--- src/rtl/lsba_pkg.sv ---
`timescale 1ns / 1ps
`default_nettype none

package lsba_pkg;

  // Default segment table depth
  localparam int unsigned MaxSegmentsDefault = 256;

  // Divider operand widths: overhead plus payload, and bytes per block
  localparam int unsigned DivW  = 33;
  localparam int unsigned DvsrW = 17;

  // Largest segment in blocks
  localparam logic [16:0] SegSizeMax = 17'd65536;

  // Register indexes (byte address / 4)
  localparam logic [2:0] RegSegmentTotal  = 3'd0;
  localparam logic [2:0] RegSegmentBlocks = 3'd1;
  localparam logic [2:0] RegReserved      = 3'd2;
  localparam logic [2:0] RegBlockBytes    = 3'd3;
  localparam logic [2:0] RegOverhead      = 3'd4;

  // Register reset values
  localparam logic [8:0]  SegmentTotalRst  = 9'd256;
  localparam logic [16:0] SegmentBlocksRst = 17'd1024;
  localparam logic [15:0] ReservedRst      = 16'd1;
  localparam logic [16:0] BlockBytesRst    = 17'd4096;
  localparam logic [12:0] OverheadRst      = 13'd0;

  typedef enum logic [1:0] {
    FuncAlloc  = 2'd0,
    FuncNote   = 2'd1,
    FuncReinit = 2'd2,
    FuncSeq    = 2'd3
  } func_e;

  typedef enum logic [1:0] {
    StsOk      = 2'd0,
    StsNoSpace = 2'd1,
    StsZero    = 2'd2,
    StsIgnored = 2'd3
  } status_e;

  typedef enum logic [1:0] {
    SegFree   = 2'd0,
    SegOpen   = 2'd1,
    SegSealed = 2'd2
  } seg_state_e;

  typedef struct packed {
    logic [1:0]  func;
    logic [31:0] payload_bytes;
    logic [15:0] note_segment;
    logic [15:0] note_block;
    logic [16:0] note_count;
    logic [63:0] note_seq;
  } in_t;

  typedef struct packed {
    logic [1:0]  status;
    logic [7:0]  seg_out;
    logic [15:0] block_out;
    logic [16:0] count_out;
    logic [63:0] seq_out;
  } out_t;

  // One segment table entry
  typedef struct packed {
    logic [1:0]  state;
    logic [16:0] offset;
  } seg_entry_t;

  // Write request into the segment table
  typedef struct packed {
    logic       we;
    seg_entry_t data;
  } seg_wr_t;

endpackage

`default_nettype wire

--- src/rtl/lsba_seg_mem.sv ---
`timescale 1ns / 1ps
`default_nettype none

// Segment table: one write port, one registered read port
module lsba_seg_mem
  import lsba_pkg::*;
#(
  parameter int unsigned Depth = MaxSegmentsDefault,
  parameter int unsigned AddrW = $clog2(Depth)
) (
  input  wire logic             clk_i,
  input  wire seg_wr_t          wr_i,
  input  wire logic [AddrW-1:0] waddr_i,
  input  wire logic [AddrW-1:0] raddr_i,
  output seg_entry_t            rdata_o
);

  seg_entry_t mem_q [Depth];
  seg_entry_t rdata_q;

  always_ff @(posedge clk_i) begin
    if (wr_i.we) begin
      mem_q[waddr_i] <= wr_i.data;
    end
    rdata_q <= mem_q[raddr_i];
  end

  assign rdata_o = rdata_q;

endmodule

`default_nettype wire

--- config.mk ---
export PLATFORM = sky130hd
export DESIGN_NAME = lsba_seg_mem
export DESIGN_NICKNAME = d
export VERILOG_FILES = /design/src/rtl/lsba_pkg.sv /design/src/rtl/lsba_seg_mem.sv
export SDC_FILE = /design/constraint.sdc
export NUM_CORES = 2
export LEC_CHECK = 0
export BUFFER_PORTS_ARGS = -buffer_cell sky130_fd_sc_hd__buf_2
export CORE_AREA = 2 2 579 581
export DETAILED_ROUTE_END_ITERATION = 8
export DIE_AREA = 0 0 581 583
export PLACE_DENSITY = 0.73
export SLEW_MARGIN = 30
export SYNTH_ARGS = -nofsm -noshare
export SYNTH_HDL_FRONTEND = slang
export SYNTH_MEMORY_MAX_BITS = 65536
export SYNTH_SLANG_ARGS = --single-unit
export TNS_END_PERCENT = 1
--- constraint.sdc ---
create_clock -name clk_i -period 3.4 [get_ports clk_i]
set_clock_uncertainty 0.1 [all_clocks]
set_input_delay 0.85 -clock clk_i [delete_from_list [all_inputs] [get_ports clk_i]]
set_output_delay 0.85 -clock clk_i [all_outputs]
set_load 0.005 [all_outputs]
==> qor.yml <==
clock_network:
  h-tree-depth: 5
  numClockSinks: 4883
  cts_root_buffer: "clkbuf_16"
  path_clk_slew_ns: 0.07
  cts_tree: "built"
  ctsLongestPathBuffers: 4
  cts_buffers: 460
  clock_latency_ns: 1.06
synthesis:
  yosysSeqAreaShare: 0.777
  synth_cell_types: 60
  synth_edf_count: 4864
  syn_nets: 8746
  synth_flop_cell: "edfxtp_1"
  ys_ff_latch: 4883
  synthArstFlopShare: 0
  ys_warn_count: 0
  syn_inst: 8709
  netlist_area_um2: 188000
  postSynthAreaPerCell_um2: 21.6
timing:
  rsz0062_at_grt: "true"
  hold_viol_final: 0
  setup_ws_ns: 0.0282
  slew_violations: 0
  final-setup-viol-count: 0
  period_share: 0.992
  post-route-min-period_ns: 3.37
  worstMarginPinSlew_ns: 1.12
  relSlewSlack: 0.254
  fmax_mhz: 297
floorplanning:
  die_w_um: 581
  dieArea_um2: 339000
  io_pins: 56
  num_rows: 212
  start_util: 0.567
  core_area_um2: 332000
  die_y_um: 583
worst_setup_path:
  crit_chain: "buf_12 > buf_12 > buf_12 > buf_4 > buf_12 > mux2i_1 > o221ai_1 > o22ai_1 > a21oi_1 > buf_4 > nand4_1 > nor4_2"
  crit_path_top_delay_cell: "nand4_1"
  critPathBufInv: 6
  reg2reg_to: "rdata_o[9]"
  cp-start-kind: "input port"
  crit_path_frequent_cell: "buf_12"
  critPathRequiredTime_ns: 4.19
  crit_arrival_ns: 4.16
  crit_family: "buffers and inverters"
  end_kind: "flop"
  slowest_delay_ns: 0.60
  cp_max_fo: 29
  reg2reg_slack_ns: 0.22
  r2r_start: "mem_q[150][9]"
  setup.worst_path.class: "in -> reg"
  ff2ff_path_depth: 7
global_route:
  grt_pass1_wl_mm: 732
  antenna_found_initial: 29
  grt_pass1_vias: 99700
  overflow: 0
  groute.usage.overall: 0.304
  grt_max_degree: 109
detailed_routing:
  drt_wl_total_mm: 514
  drc_errors: 0
  wl_per_cell_um: 34.8
  antenna_left: 0
  drt_pass1_iterations: 7
  drtIter0Drc: 15200
  num_vias: 99000
  vias_per_cell: 6.70
placement:
  preCtsSetupSlack_ns: -0.986
  hpwl_mm: 316
  routabilityCongestion: 0.956
  io_buffers: 55
run_status:
  status: "completed"
finish:
  fill_cells: 20500
  syn_to_final_growth_pct: 15.8
  final_core_util: 0.657
  final_net_count: 10000
  drive_gt1_frac: 0.307
power:
  p_int_mw: 97.0
  p_clk_frac: 0.406
  p_leak_nw: 71.2
  p_sw_frac: 0.217
  seq_power_share: 0.537
  p_switching_mw: 26.8
  total_power_mw: 124
  p_per_area_nw_per_um2: 567
  share_comb_of_total_power: 0.058
  ir_drop_mv: 0.490
hold_path:
  min_from: "wr_i[10]"
  hold_depth: 1
  hp-class: "in -> reg"
  hold_path_end: "mem_q[169][10]"
flow_run:
  maxCapViolCount: 0
## through the flow
step	instances	hold WS, ns	cell area, µm²	setup TNS (ns)
floorplan	8709	0.678	188000	0
global placement	13900	0.885	203000	-12.01
detailed placement	13900	0.929	203000	-12.75
CTS	14800	0.0948	218000	0
global route	14800	0.132	218000	-0.0641
finish	14800	0.135	218000	0
## area by class of cell
type,instances,area (µm²),share of cell area
well taps,4387,5490,0.0252
clock inverters,285,2590,0.0119
clock buffers,575,12100,0.0554
inverters,3,23.8,0.000109
multi-input cells,3295,39300,0.180
flip-flops and latches,4883,146000,0.671
diodes,14,35.0,0.000161
repair buffers,1336,12200,0.0561
## what timing repair did
| action | CTS | global route |
|---|---|---|
| hold buffers | 0 | 0 |
| gates resized for setup | 0 | 3 |
| buffers inserted | 0 | 0 |
| endpoints found under the setup margin | 0 | 3 |
## how the worst max path moves through the flow
| stage | from | end | slack [ns] | depth (start not counted) |
|---|---|---|---|---|
| floorplan | waddr_i[3] | mem_q[235][0] | 0.15 | 6 |
| global route | raddr_i[0] | rdata_o[17] | -0.06 | 12 |
| global placement | raddr_i[0] | rdata_o[3] | -0.92 | 11 |
| CTS | raddr_i[0] | rdata_o[17] | 0.08 | 12 |
| finish | raddr_i[0] | rdata_o[17] | 0.03 | 12 |
| detailed placement | raddr_i[0] | rdata_o[17] | -0.99 | 12 |
## cells in the mapped netlist (all sizes together) (7+ instances only)
library cell,count,area [µm²]
a2111oi,31,279
a211oi,18,135
a21oi,182,911
a221oi,38,333
a22o,27,236
a22oi,48,360
a31oi,7,43.8
and2,12,75.1
buf,300,2580
clkbuf,227,892
dfxtp,19,380
edfxtp,4864,146000
mux2,25,282
mux2i,709,7100
mux4,944,21400
nand2,66,248
nand2b,15,93.8
nand3,34,175
nand4,18,113
nor2,328,1230
nor2b,11,68.8
nor3,152,761
nor3b,13,97.6
nor4,20,125
nor4b,7,61.3
o21ai,50,250
o221ai,258,2270
o22ai,229,1430
or3,12,75.1
## layer usage
| layer | vias to the layer above | track usage | share of wire |
|---|---|---|---|
| li1 | 39600 | - | - |
| met3 | 1184 | 0.0723 | 0.13 |
| met5 | - | 0 | 0.00011 |
| met2 | 6892 | 0.467 | 0.46 |
| met1 | 51300 | 0.410 | 0.35 |
| met4 | 10 | 0.157 | 0.061 |
## layout by cell type (no fill, tap or decap), types with 45 or more instances in the layout
| cell type | count |
|---|---|
| a22oi_1 | 48 |
| mux4_1 | 45 |
| o22ai_1 | 229 |
| mux2i_1 | 709 |
| nand2_1 | 65 |
| clkbuf_1 | 105 |
| buf_12 | 169 |
| nor2_2 | 240 |
| clkinv_1 | 107 |
| edfxtp_1 | 4864 |
| nor2_1 | 86 |
| o21ai_0 | 50 |
| a21oi_1 | 182 |
| o221ai_1 | 257 |
| clkbuf_16 | 465 |
| mux4_2 | 899 |
| buf_4 | 1113 |
| clkinv_2 | 102 |
| nor3_1 | 150 |
## sequential cells by signal, summed over array words and instances, names as in the netlist
name and count:
mem_q 4864, rdata_o 19
## cell families (layout without fill, tap and decap cells)
family	count (synthesis)	in the layout	share of synthesized area
buffers and inverters	531	2199	0.0185
other	0	14	0
multiplexers	1678	1678	0.153
AO/OA/AOI/OAI	914	914	0.0343
flip-flops	4883	4883	0.777
AND/OR/NAND/NOR	703	703	0.0172
## power groups by stage
stage	clock (mW)	sequential, mW	combinational (mW)
final	50.2	66.4	7.13
after global routing	52.8	66.4	7.37
after CTS	50.6	66.4	7.03
after detailed placement	0	67.7	6.97
after global placement	0	67.7	6.80
after floorplan	0	67.7	3.27
Note: power is estimated with default switching activity, not from simulation.
