### config.mk
export PLATFORM = sky130hd
export DESIGN_NAME = lsba_div
export DESIGN_NICKNAME = d
export VERILOG_FILES = /design/src/rtl/lsba_pkg.sv /design/src/rtl/lsba_div.sv
export SDC_FILE = /design/constraint.sdc
export NUM_CORES = 1
export LEC_CHECK = 0
export ABC_CLOCK_PERIOD_IN_PS = 3600
export BUFFER_PORTS_ARGS = -buffer_cell sky130_fd_sc_hd__buf_4
export CORE_MARGIN = 2
export CORE_UTILIZATION = 35
export DETAILED_ROUTE_END_ITERATION = 8
export REMOVE_ABC_BUFFERS = 1
export SYNTH_ARGS = -nofsm -noshare
export SYNTH_HDL_FRONTEND = slang
export SYNTH_SLANG_ARGS = --single-unit
### constraint.sdc
create_clock -name clk_i -period 3.6 [get_ports clk_i]
set_clock_uncertainty 0.1 [all_clocks]
set_input_delay 0.72 -clock clk_i [delete_from_list [all_inputs] [get_ports clk_i]]
set_output_delay 0.72 -clock clk_i [all_outputs]
set_load 0.02 [all_outputs]
### src/rtl/lsba_pkg.sv
`timescale 1ns / 1ps
`default_nettype none

package lsba_pkg;

  // Default segment table depth
  localparam int unsigned MaxSegmentsDefault = 256;

  // Divider operand widths: overhead plus payload, and bytes per block
  localparam int unsigned DivW  = 33;
  localparam int unsigned DvsrW = 17;

  // Largest segment in blocks
  localparam logic [16:0] SegSizeMax = 17'd65536;

  // Register indexes (byte address / 4)
  localparam logic [2:0] RegSegmentTotal  = 3'd0;
  localparam logic [2:0] RegSegmentBlocks = 3'd1;
  localparam logic [2:0] RegReserved      = 3'd2;
  localparam logic [2:0] RegBlockBytes    = 3'd3;
  localparam logic [2:0] RegOverhead      = 3'd4;

  // Register reset values
  localparam logic [8:0]  SegmentTotalRst  = 9'd256;
  localparam logic [16:0] SegmentBlocksRst = 17'd1024;
  localparam logic [15:0] ReservedRst      = 16'd1;
  localparam logic [16:0] BlockBytesRst    = 17'd4096;
  localparam logic [12:0] OverheadRst      = 13'd0;

  typedef enum logic [1:0] {
    FuncAlloc  = 2'd0,
    FuncNote   = 2'd1,
    FuncReinit = 2'd2,
    FuncSeq    = 2'd3
  } func_e;

  typedef enum logic [1:0] {
    StsOk      = 2'd0,
    StsNoSpace = 2'd1,
    StsZero    = 2'd2,
    StsIgnored = 2'd3
  } status_e;

  typedef enum logic [1:0] {
    SegFree   = 2'd0,
    SegOpen   = 2'd1,
    SegSealed = 2'd2
  } seg_state_e;

  typedef struct packed {
    logic [1:0]  func;
    logic [31:0] payload_bytes;
    logic [15:0] note_segment;
    logic [15:0] note_block;
    logic [16:0] note_count;
    logic [63:0] note_seq;
  } in_t;

  typedef struct packed {
    logic [1:0]  status;
    logic [7:0]  seg_out;
    logic [15:0] block_out;
    logic [16:0] count_out;
    logic [63:0] seq_out;
  } out_t;

  // One segment table entry
  typedef struct packed {
    logic [1:0]  state;
    logic [16:0] offset;
  } seg_entry_t;

  // Write request into the segment table
  typedef struct packed {
    logic       we;
    seg_entry_t data;
  } seg_wr_t;

endpackage

`default_nettype wire

### src/rtl/lsba_div.sv
`timescale 1ns / 1ps
`default_nettype none

// Restoring divider, one quotient bit per cycle
module lsba_div
  import lsba_pkg::*;
(
  input  wire logic             clk_i,
  input  wire logic             rst_ni,
  input  wire logic             start_i,
  input  wire logic [DivW-1:0]  dividend_i,
  input  wire logic [DvsrW-1:0] divisor_i,
  output logic                  done_o,
  output logic [DivW-1:0]       quot_o,
  output logic                  rem_nz_o
);

  localparam int unsigned CntW = $clog2(DivW);

  logic             run_q, run_d;
  logic             done_q, done_d;
  logic [CntW-1:0]  cnt_q, cnt_d;
  logic [DivW-1:0]  quot_q, quot_d;
  logic [DvsrW:0]   rem_q, rem_d;
  logic [DvsrW-1:0] dvsr_q, dvsr_d;
  logic [DvsrW:0]   trial;
  logic             fits;

  // Shift in the next dividend bit and try a subtract
  assign trial = {rem_q[DvsrW-1:0], quot_q[DivW-1]};
  assign fits  = trial >= {1'b0, dvsr_q};

  always_comb begin
    run_d  = run_q;
    done_d = 1'b0;
    cnt_d  = cnt_q;
    quot_d = quot_q;
    rem_d  = rem_q;
    dvsr_d = dvsr_q;
    if (start_i) begin
      run_d  = 1'b1;
      cnt_d  = '0;
      quot_d = dividend_i;
      rem_d  = '0;
      dvsr_d = divisor_i;
    end else if (run_q) begin
      rem_d  = fits ? trial - {1'b0, dvsr_q} : trial;
      quot_d = {quot_q[DivW-2:0], fits};
      cnt_d  = cnt_q + 1'b1;
      if (cnt_q == CntW'(DivW - 1)) begin
        run_d  = 1'b0;
        done_d = 1'b1;
      end
    end
  end

  always_ff @(posedge clk_i or negedge rst_ni) begin
    if (!rst_ni) begin
      run_q  <= 1'b0;
      done_q <= 1'b0;
      cnt_q  <= '0;
    end else begin
      run_q  <= run_d;
      done_q <= done_d;
      cnt_q  <= cnt_d;
    end
  end

  always_ff @(posedge clk_i) begin
    quot_q <= quot_d;
    rem_q  <= rem_d;
    dvsr_q <= dvsr_d;
  end

  assign done_o   = done_q;
  assign quot_o   = quot_q;
  assign rem_nz_o = |rem_q;

endmodule

`default_nettype wire

==> impl_metrics.env, run 1 <==
export IMPL_status="complete, no violations"
export IMPL_ios=88
export IMPL_nNetsFinal=533
export IMPL_ant_nets=0
export IMPL_synth_edf_count=50
export IMPL_die_w_microns=113
export IMPL_path_delay_family="compound AO/OA/AOI/OAI gates"
export IMPL_die_area_sq_um=12700
export IMPL_rsz0062_at_grt="no"
export IMPL_cp_cell_sequence="inv_1 > ha_1 > inv_1 > fa_1 > a211oi_1 > o21ai_0 > a31oi_1 > o221ai_4 > mux2_2 > a211oi_1"
export IMPL_wl_per_cell_microns=15.7
export IMPL_synth_flop_cell="edfxtp_1"
export IMPL_crit_path_top_delay_cell="a211oi_1"
export IMPL_num_vias=3092
export IMPL_total_power_mw=2.96
export IMPL_place_area_sq_um=4900
export IMPL_min_period_ns=3.26
export IMPL_r2r_start="quot_o[32]"
export IMPL_n_fill_cell=1087
export IMPL_drv_cap=0
export IMPL_ff2ff_setup_slack_ns=0.34
export IMPL_crit_fanout=27
export IMPL_timing_slew_headroom_pct=40.0
export IMPL_htreeDepth=3
export IMPL_dp_hpwl_microns=6760
export IMPL_track_usage_pct=15.8
export IMPL_synthDistinctLibCells=49
export IMPL_holdBufCountCts=0
export IMPL_hp_class="input port to async pin"
export IMPL_grt_max_degree=41
export IMPL_critPathLaunchType="flop"
export IMPL_r2r_end="rem_q[0]"
export IMPL_rows=39
export IMPL_wirelength_microns=9570
export IMPL_start_util_pct=36.0
export IMPL_cp_depth=10
export IMPL_coreArea_sq_um=11500
export IMPL_fmax_mhz=307
export IMPL_clk_pin_slew_ns=0.06
export IMPL_fin_hold_ws_ns=0.0796
export IMPL_postSynthCellCount=376
export IMPL_area_growth_syn_to_layout_pct=26.0
export IMPL_portBuffers=87
export IMPL_rr_worst_depth=10
export IMPL_fin_crit_sh_pct=90.5
export IMPL_cts_root_buffer="clkbuf_16"
export IMPL_crit_buf_inv=2
export IMPL_n_antenna_cell=0
export IMPL_worstPathRequired_ns=3.75
export IMPL_synthesis_area_sq_um=4120
export IMPL_cp_end_kind="flop"
export IMPL_arrival_ns=3.41
export IMPL_ys_async_sr_fraction_pct=10.5
export IMPL_insertion_delay_ns=0.34
export IMPL_tightest_slew_ns=0.900
export IMPL_drtIter0Drc=126
export IMPL_grt_pass1_wl_microns=15900
export IMPL_cts_setup_buffers=0
export IMPL_viasPerCell=5.09
export IMPL_yosys_register_bits=76
export IMPL_pwr_density_cell_nw_per_um2=570
export IMPL_grt_ovfl_total=0
export IMPL_grt_pass1_vias=3258
export IMPL_cts_sinks=76
export IMPL_synthTopCellsByArea="edfxtp_1, mux2_2, dfxtp_1"
export IMPL_antenna_found_initial=0
export IMPL_tns_ns=0
export IMPL_final_util_pct=45.3
export IMPL_place_gp_congestion=0.862
export IMPL_clk_path_buf_depth=2
export IMPL_drive_above_1_share_pct=31.4
export IMPL_avgSynthCellArea_sq_um=11.0
export IMPL_cts_made_buffers=9
export IMPL_cts_tree="built"
export IMPL_yosysTopAreaCell="edfxtp_1"
export IMPL_worstSetupPathType="flop to flop"
export IMPL_seq_area_frac_synth_pct=50.0
export IMPL_synth_top_cell_area_share_pct=36.4
export IMPL_cts_resized=0
export IMPL_leakagePower_nw=2.21
export IMPL_drc=0
export IMPL_vdd_drop_max_mv=0.410
export IMPL_critPathMaxStageDelay_ns=0.43
export IMPL_hold_viol_final=0
export IMPL_slew_violations=0
export IMPL_setup_viol=0
export IMPL_final_area_sq_um=5200
export IMPL_dr_pass1_iters=4
export IMPL_yosys_warnings=0
export IMPL_die_y_microns=113
[synth_stat cells (all sizes together) (2+ instances only)]
cell type,instances
a21oi,19
o211ai,6
nand2,32
and3,3
mux2i,9
buf,7
nand4,6
clkbuf,11
xor2,8
nor2b,2
a31o,3
a31oi,4
ha,19
nand2b,3
inv,24
nor2,34
nand3,5
nor4,5
edfxtp,50
a211oi,12
dfrtp,8
xnor2,8
o31ai,2
mux2,34
o21ai,15
or3,2
o221ai,2
or4,3
nor3b,2
o21a,4
dfxtp,18
a21o,3
[logic make-up after synthesis]
kind of cell             share of synthesized area [%]
AND/OR/NAND/NOR                                   11.6
AO/OA/AOI/OAI                                     13.0
flip-flops                                        50.0
multiplexers                                      11.5
buffers and inverters                             4.28
adder cells (fa/ha/maj)                           6.25
XOR/XNOR                                          3.40
[cells in the final DEF, fill, tap and decap left out, types with 2 or more instances in the layout]
master and n:
buf_4 91, edfxtp_1 50, mux2_2 34, nor2_1 34, nand2_1 32, inv_1 24
a21oi_1 19, ha_1 19, dfxtp_1 18, o21ai_0 15, a211oi_1 12, clkbuf_16 10
mux2i_1 9, xor2_1 8, xnor2_1 8, dfrtp_1 8, nand4_1 6, o211ai_1 6
nor4_1 5, nand3_1 5, a31oi_1 4, o21a_1 4, a21o_1 3, and3_1 3
nand2b_1 3, a31o_2 3, or4_1 2, nor2b_1 2, nor3b_1 2, o31ai_1 2
or3_1 2, inv_6 2
[worst register-to-register path, cell delays in order (launching register included)]
cell	delay [ns]
edfxtp_1	0.40
inv_1	0.09
ha_1	0.16
inv_1	0.05
fa_1	0.40
a211oi_1	0.43
o21ai_0	0.18
a31oi_1	0.31
o221ai_4	0.42
mux2_2	0.42
a211oi_1	0.21
[worst max path at each step]
stage                           from        to  slack (ns)
after floorplan           quot_o[32]  rem_q[0]        0.61
after detailed placement  quot_o[32]  rem_q[0]        0.39
after CTS                 quot_o[32]  rem_q[0]        0.34
final                     quot_o[32]  rem_q[0]        0.34
after global routing      quot_o[32]  rem_q[0]        0.14
after global placement    quot_o[32]  rem_q[0]        0.48
[sequential cells by signal (all words and copies together) (netlist names)]
name / flops
cnt_q: 6
done_o: 1
dvsr_q: 17
quot_o: 33
rem_q: 18
run_q: 1
[where the power goes]
group | leakage (nW) | total [mW] | switching (mW) | internal (mW)
registers | 0.768 | 1.14 | 0.0884 | 1.05
logic | 1.30 | 0.926 | 0.510 | 0.416
clock network | 0.142 | 0.901 | 0.370 | 0.531
total | 2.21 | 2.96 | 0.968 | 1.99
[per-stage QoR]
stage / cells / worst slack (ns)
2_1_floorplan: 358 / 0.611
3_3_place_gp: 592 / 0.483
3_5_place_dp: 592 / 0.385
4_1_cts: 608 / 0.344
5_1_grt: 608 / 0.139
6_report: 608 / 0.343
[metal layers]
layer	routed length [microns]	global-route usage, %
met5	0	0
met4	112	4.55
met3	844	7.24
met2	4310	24.3
met1	4300	20.0
[layout make-up]
type	count	area (sq um)	share of cell area, %
Clock inverter	4	28.8	0.554
Tap cell	143	179	3.44
Multi-Input combinational cell	258	1890	36.3
Timing Repair Buffer	91	683	13.1
Inverter	24	90.1	1.73
Sequential cell	76	2060	39.7
Clock buffer	12	268	5.15
(Power assumes the default switching activity.)
==> inputs of run 2 (changes only) <==
Settings changed: CORE_UTILIZATION 35 to 55, PLACE_DENSITY set to 0.8.
==> run 2 against run 1 <==
Non-clock buffer count decreased by 1. Combinational power up 1%. Flip-flop and latch count is the same. Sequential power about the same. Wire length shrank 5.3%. Sequential share of layout area up 1.3 points. Register-to-register slack worse by 0.09 ns. Critical path depth is the same. Total power decreased by 8.0%. Design area down 3.1%. Largest cell class unchanged. First-iteration DRC count increased by 69%. Die area shrank 35%.
==> impl_metrics.env, run 2 (synthesized netlist as in run 1, its figures left out) <==
export IMPL_die_w_microns=90.6
export IMPL_clk_pin_slew_ns=0.08
export IMPL_mostFrequentLayoutCells="buf_4, edfxtp_1, mux2_2, nor2_1, nand2_1"
export IMPL_drive_above_1_share_pct=31.5
export IMPL_pwr_density_cell_nw_per_um2=541
export IMPL_r2r_start="quot_o[32]"
export IMPL_slew_violations=0
export IMPL_dr_pass1_iters=5
export IMPL_die_y_microns=90.6
export IMPL_viasPerCell=5.60
export IMPL_arrival_ns=3.52
export IMPL_clk_path_buf_depth=2
export IMPL_cts_setup_buffers=0
export IMPL_crit_fanout=27
export IMPL_final_common_cell="buf_4"
export IMPL_wl_met1_microns=3760
export IMPL_hold_viol_final=0
export IMPL_dr_max_layer_used="met4"
export IMPL_n_antenna_cell=0
export IMPL_coreArea_sq_um=7250
export IMPL_hp_class="input port to async pin"
export IMPL_fin_crit_sh_pct=92.9
export IMPL_grt_max_degree=38
export IMPL_cts_root_buffer="clkbuf_8"
export IMPL_finalWorstSetupSlack_ns=0.255
export IMPL_crit_buf_inv=2
export IMPL_portBuffers=87
export IMPL_ant_nets=0
export IMPL_stdcell_count=563
export IMPL_ios=88
export IMPL_worstSetupPathType="flop to flop"
export IMPL_r2r_end="rem_q[0]"
export IMPL_cp_end_kind="flop"
export IMPL_path_delay_family="compound AO/OA/AOI/OAI gates"
export IMPL_nNetsFinal=532
export IMPL_die_area_sq_um=8210
export IMPL_antenna_found_initial=0
export IMPL_drv_cap=0
export IMPL_total_power_mw=2.72
export IMPL_crit_path_top_delay_cell="a211oi_1"
export IMPL_fin_hold_ws_ns=0.0647
export IMPL_rows=31
export IMPL_track_usage_pct=22.9
export IMPL_drtIter0Drc=213
export IMPL_critPathMaxStageDelay_ns=0.53
export IMPL_ff2ff_setup_slack_ns=0.25
export IMPL_min_period_ns=3.35
export IMPL_cts_tree="built"
export IMPL_wl_per_cell_microns=16.1
export IMPL_grt_pass1_vias=3166
export IMPL_route_met2_wl_microns=4440
export IMPL_htreeDepth=3
export IMPL_grt_pass1_wl_microns=14900
export IMPL_num_vias=3152
export IMPL_status="complete, no violations"
export IMPL_rr_worst_depth=10
export IMPL_leakagePower_nw=2.15
export IMPL_wirelength_microns=9060
export IMPL_placed_cells=547
export IMPL_holdBufCountCts=0
export IMPL_drc=0
export IMPL_grt_ovfl_total=0
export IMPL_cts_resized=0
export IMPL_critPathLaunchType="flop"
export IMPL_tightest_slew_ns=0.853
export IMPL_largest_register_ffs=33
export IMPL_worstPathRequired_ns=3.77
export IMPL_cp_cell_sequence="inv_1 > ha_1 > inv_1 > fa_1 > a211oi_1 > o21ai_0 > a31oi_1 > o221ai_4 > mux2_2 > a211oi_1"
export IMPL_setup_viol=0
export IMPL_vdd_drop_max_mv=0.378
export IMPL_cts_sinks=76
export IMPL_insertion_delay_ns=0.36
export IMPL_area_growth_syn_to_layout_pct=22.1
export IMPL_dr_wl_met3_microns=669
export IMPL_rsz0062_at_grt="no"
export IMPL_tns_ns=0
export IMPL_dp_hpwl_microns=6510
export IMPL_fmax_mhz=299
export IMPL_pre_cts_ws_ns=0.380
export IMPL_timing_slew_headroom_pct=43.2
export IMPL_start_util_pct=56.9
export IMPL_place_gp_congestion=0.951
export IMPL_cts_made_buffers=9
==> run 2: cell count changes in the layout (fill, tap and decap cells not counted), sizes merged <==
cell	before	now
clkinvlp	1	2
clkbuf	12	10
buf	91	90
bufinv	0	1
==> run 2: how the worst max path moves through the flow <==
stage,startpoint,to,slack [ns],cells after the start
final,quot_o[32],rem_q[0],0.25,10
after global routing,quot_o[32],rem_q[0],0.02,10
after CTS,quot_o[32],rem_q[0],0.27,10
after detailed placement,quot_o[32],rem_q[0],0.38,10
after global placement,quot_o[32],rem_q[0],0.52,10
after floorplan,quot_o[32],rem_q[0],0.61,10
==> run 2: routing by layer <==
layer | up-vias | global-route usage [%]
met5 | - | 0
met4 | 0 | 9.62
met3 | 18 | 7.76
met2 | 119 | 37.4
met1 | 1470 | 27.6
li1 | 1545 | -
==> run 2: final cells by class <==
type                            count  area (sq um)
Multi-Input combinational cell    258          1890
Sequential cell                    76          2060
Inverter                           24          90.1
Clock inverter                      6          71.3
Tap cell                           99           124
Timing Repair Buffer               90           676
Fill cell                         562          2220
Clock buffer                       10           128
==> run 2: worst reg2reg max path, delay by kind of cell (launching register included) <==
| kind | cells | cell delay, ns |
|---|---|---|
| adder cells (fa/ha/maj) | 2 | 0.56 |
| flip-flops | 1 | 0.39 |
| multiplexers | 1 | 0.41 |
| buffers and inverters | 2 | 0.15 |
| AO/OA/AOI/OAI | 5 | 1.65 |
==> run 2: report_power, final <==
group	switching [mW]	internal [mW]	leakage (nW)	total, mW
Sequential	0.0883	1.05	0.768	1.13
Clock	0.330	0.326	0.0935	0.656
Combinational	0.519	0.416	1.29	0.935
==> run 2: per-stage QoR <==
step                      cell area, sq um  util [%]
final                                 5040      69.4
after global routing                  5040      69.4
after CTS                             5040      69.4
after detailed placement              4840      66.7
after global placement                4840      66.7
after floorplan                       4040         -
==> inputs of run 3 (changes only) <==
Settings changed: ABC_AREA set to 1.
==> run 3 against run 2 <==
Total power increased by 20%. Clock power increased by 17%. Final cell count increased by 31%. Sequential share of layout area decreased by 2.1 points. Largest cell class unchanged. Highest routed layer unchanged.
==> impl_metrics.env, run 3 <==
export IMPL_insertion_delay_ns=0.36
export IMPL_r2r_start="quot_o[32]"
export IMPL_die_y_microns=93.2
export IMPL_area_growth_syn_to_layout_pct=21.4
export IMPL_synth_edf_count=50
export IMPL_grt_pass1_vias=3683
export IMPL_fin_crit_sh_pct=71.3
export IMPL_critPathLaunchType="flop"
export IMPL_dp_hpwl_microns=7170
export IMPL_cts_tree="built"
export IMPL_n_antenna_cell=0
export IMPL_die_w_microns=93.2
export IMPL_drtIter0Drc=235
export IMPL_arrival_ns=2.77
export IMPL_yosys_register_bits=76
export IMPL_rsz0062_at_grt="no"
export IMPL_track_usage_pct=24.6
export IMPL_htreeDepth=3
export IMPL_synth_top_cell_area_share_pct=34.3
export IMPL_rr_worst_depth=15
export IMPL_synthTopCellsByArea="edfxtp_1, nand2_1, dfxtp_1"
export IMPL_cp_end_kind="flop"
export IMPL_synthDistinctLibCells=32
export IMPL_cts_made_buffers=9
export IMPL_clk_path_buf_depth=2
export IMPL_finalWorstSetupSlack_ns=1.03
export IMPL_fmax_mhz=390
export IMPL_holdBufCountCts=0
export IMPL_ios=88
export IMPL_stdcell_count=740
export IMPL_status="complete, no violations"
export IMPL_hp_class="input port to async pin"
export IMPL_avgSynthCellArea_sq_um=8.01
export IMPL_leakagePower_nw=2.72
export IMPL_cts_setup_buffers=0
export IMPL_portBuffers=87
export IMPL_nNetsFinal=706
export IMPL_tns_ns=0
export IMPL_synth_most_common_cell="nand2_1"
export IMPL_antenna_found_initial=0
export IMPL_cts_resized=0
export IMPL_wirelength_microns=9990
export IMPL_pwr_density_cell_nw_per_um2=616
export IMPL_synth_flop_cell="edfxtp_1"
export IMPL_synthesis_area_sq_um=4370
export IMPL_cts_root_buffer="clkbuf_8"
export IMPL_ant_nets=0
export IMPL_drive_above_1_share_pct=19.7
export IMPL_min_period_ns=2.57
export IMPL_num_vias=3833
export IMPL_die_area_sq_um=8680
export IMPL_placed_cells=724
export IMPL_r2r_end="rem_q[11]"
export IMPL_ys_async_sr_fraction_pct=10.5
export IMPL_postSynthCellCount=546
export IMPL_yosys_warnings=0
export IMPL_mostFrequentLayoutCells="nand2_1, buf_4, inv_1"
export IMPL_drv_cap=0
export IMPL_hold_viol_final=0
export IMPL_wl_per_cell_microns=13.5
export IMPL_drc=0
export IMPL_crit_fanout=19
export IMPL_largest_register_ffs=33
export IMPL_rows=32
export IMPL_timing_slew_headroom_pct=27.1
export IMPL_start_util_pct=56.6
export IMPL_vdd_drop_max_mv=0.290
export IMPL_grt_pass1_wl_microns=16700
export IMPL_ys_top_cells_by_count="nand2_1, inv_1, edfxtp_1, nand3_1, nor2_1"
export IMPL_ff2ff_setup_slack_ns=1.03
export IMPL_seq_area_frac_synth_pct=47.1
export IMPL_yosysTopAreaCell="edfxtp_1"
export IMPL_place_gp_congestion=0.915
export IMPL_final_common_cell="nand2_1"
export IMPL_fin_hold_ws_ns=0.0586
export IMPL_viasPerCell=5.18
export IMPL_grt_ovfl_total=0
export IMPL_grt_max_degree=54
export IMPL_setup_viol=0
export IMPL_dr_pass1_iters=5
export IMPL_slew_violations=0
export IMPL_cts_sinks=76
export IMPL_worstPathRequired_ns=3.80
export IMPL_coreArea_sq_um=7730
export IMPL_final_util_pct=68.7
export IMPL_pre_cts_ws_ns=1.07
export IMPL_worstSetupPathType="flop to flop"
export IMPL_tightest_slew_ns=1.09
export IMPL_clk_pin_slew_ns=0.09
==> run 3: cell types whose count changed after synthesis, moves of 5 or more <==
cell and delta:
a211oi_1 -12, inv_1 +33, mux2_2 -34, mux2i_1 -9
nand2_1 +207, nand2_2 +8, nand3_1 +26, nand3b_1 +18
nor2_1 -11, nor3_1 +5, o211ai_1 -6, o21ai_0 -7
xor2_1 -8
==> run 3: cell families after synthesis <==
logic type / Yosys count / share of synthesized area [%]
AND/OR/NAND/NOR: 344 / 34.9
buffers and inverters: 71 / 7.21
flip-flops: 76 / 47.1
XOR/XNOR: 7 / 1.40
adder cells (fa/ha/maj): 20 / 5.89
AO/OA/AOI/OAI: 28 / 3.46
==> run 3: final cells by class <==
type	count	area, sq um
clock buffer	10	138
clock inverter	6	95.1
timing repair buffer	90	676
fill	630	2420
tap	102	128
sequential	76	2060
inverter	57	214
multi-input combinational	399	2000
==> run 3: stage by stage <==
stage                     power, mW  cell area [sq um]
after floorplan                2.14               4270
after global placement         2.47               5080
final                          3.27               5310
after CTS                      3.27               5310
after global routing           3.50               5310
after detailed placement       2.50               5080
==> run 3: power by group <==
| group | switching, mW | internal, mW |
|---|---|---|
| combinational | 0.798 | 0.522 |
| sequential | 0.110 | 1.07 |
| clock | 0.352 | 0.417 |
==> run 3: worst max-delay path, cell delays in order, from the launching register on <==
cell	delay [ns]
edfxtp_1	0.41
inv_1	0.10
ha_1	0.14
inv_1	0.07
fa_1	0.42
nand3_1	0.10
nand2_1	0.12
nand2_2	0.08
nand2_2	0.07
nand2_1	0.10
nand2_2	0.08
nand2_4	0.25
nand2_8	0.18
nand2_1	0.14
nand3_1	0.07
nand2_1	0.07
==> run 3: metal layers <==
metal  part of all wire (%)  vias to the layer above  global-route usage, %
met2                     47                      136                   40.8
met4                    1.9                        0                   9.56
met1                     44                     1755                   32.0
li1                       -                     1926                      -
met5                      0                        -                      0
met3                    7.1                       16                   4.92
==> run 3: how the worst max path moves through the flow <==
stage          startpoint         to  slack, ns  cells after the start
2_1_floorplan  quot_o[32]  rem_q[11]       1.32                     15
3_3_place_gp   dvsr_q[15]  rem_q[14]       1.13                      9
3_5_place_dp   quot_o[32]  rem_q[14]       1.07                     15
4_1_cts        quot_o[32]  rem_q[11]       1.05                     15
5_1_grt        quot_o[32]   rem_q[9]       0.85                     15
6_report       quot_o[32]  rem_q[11]       1.03                     15
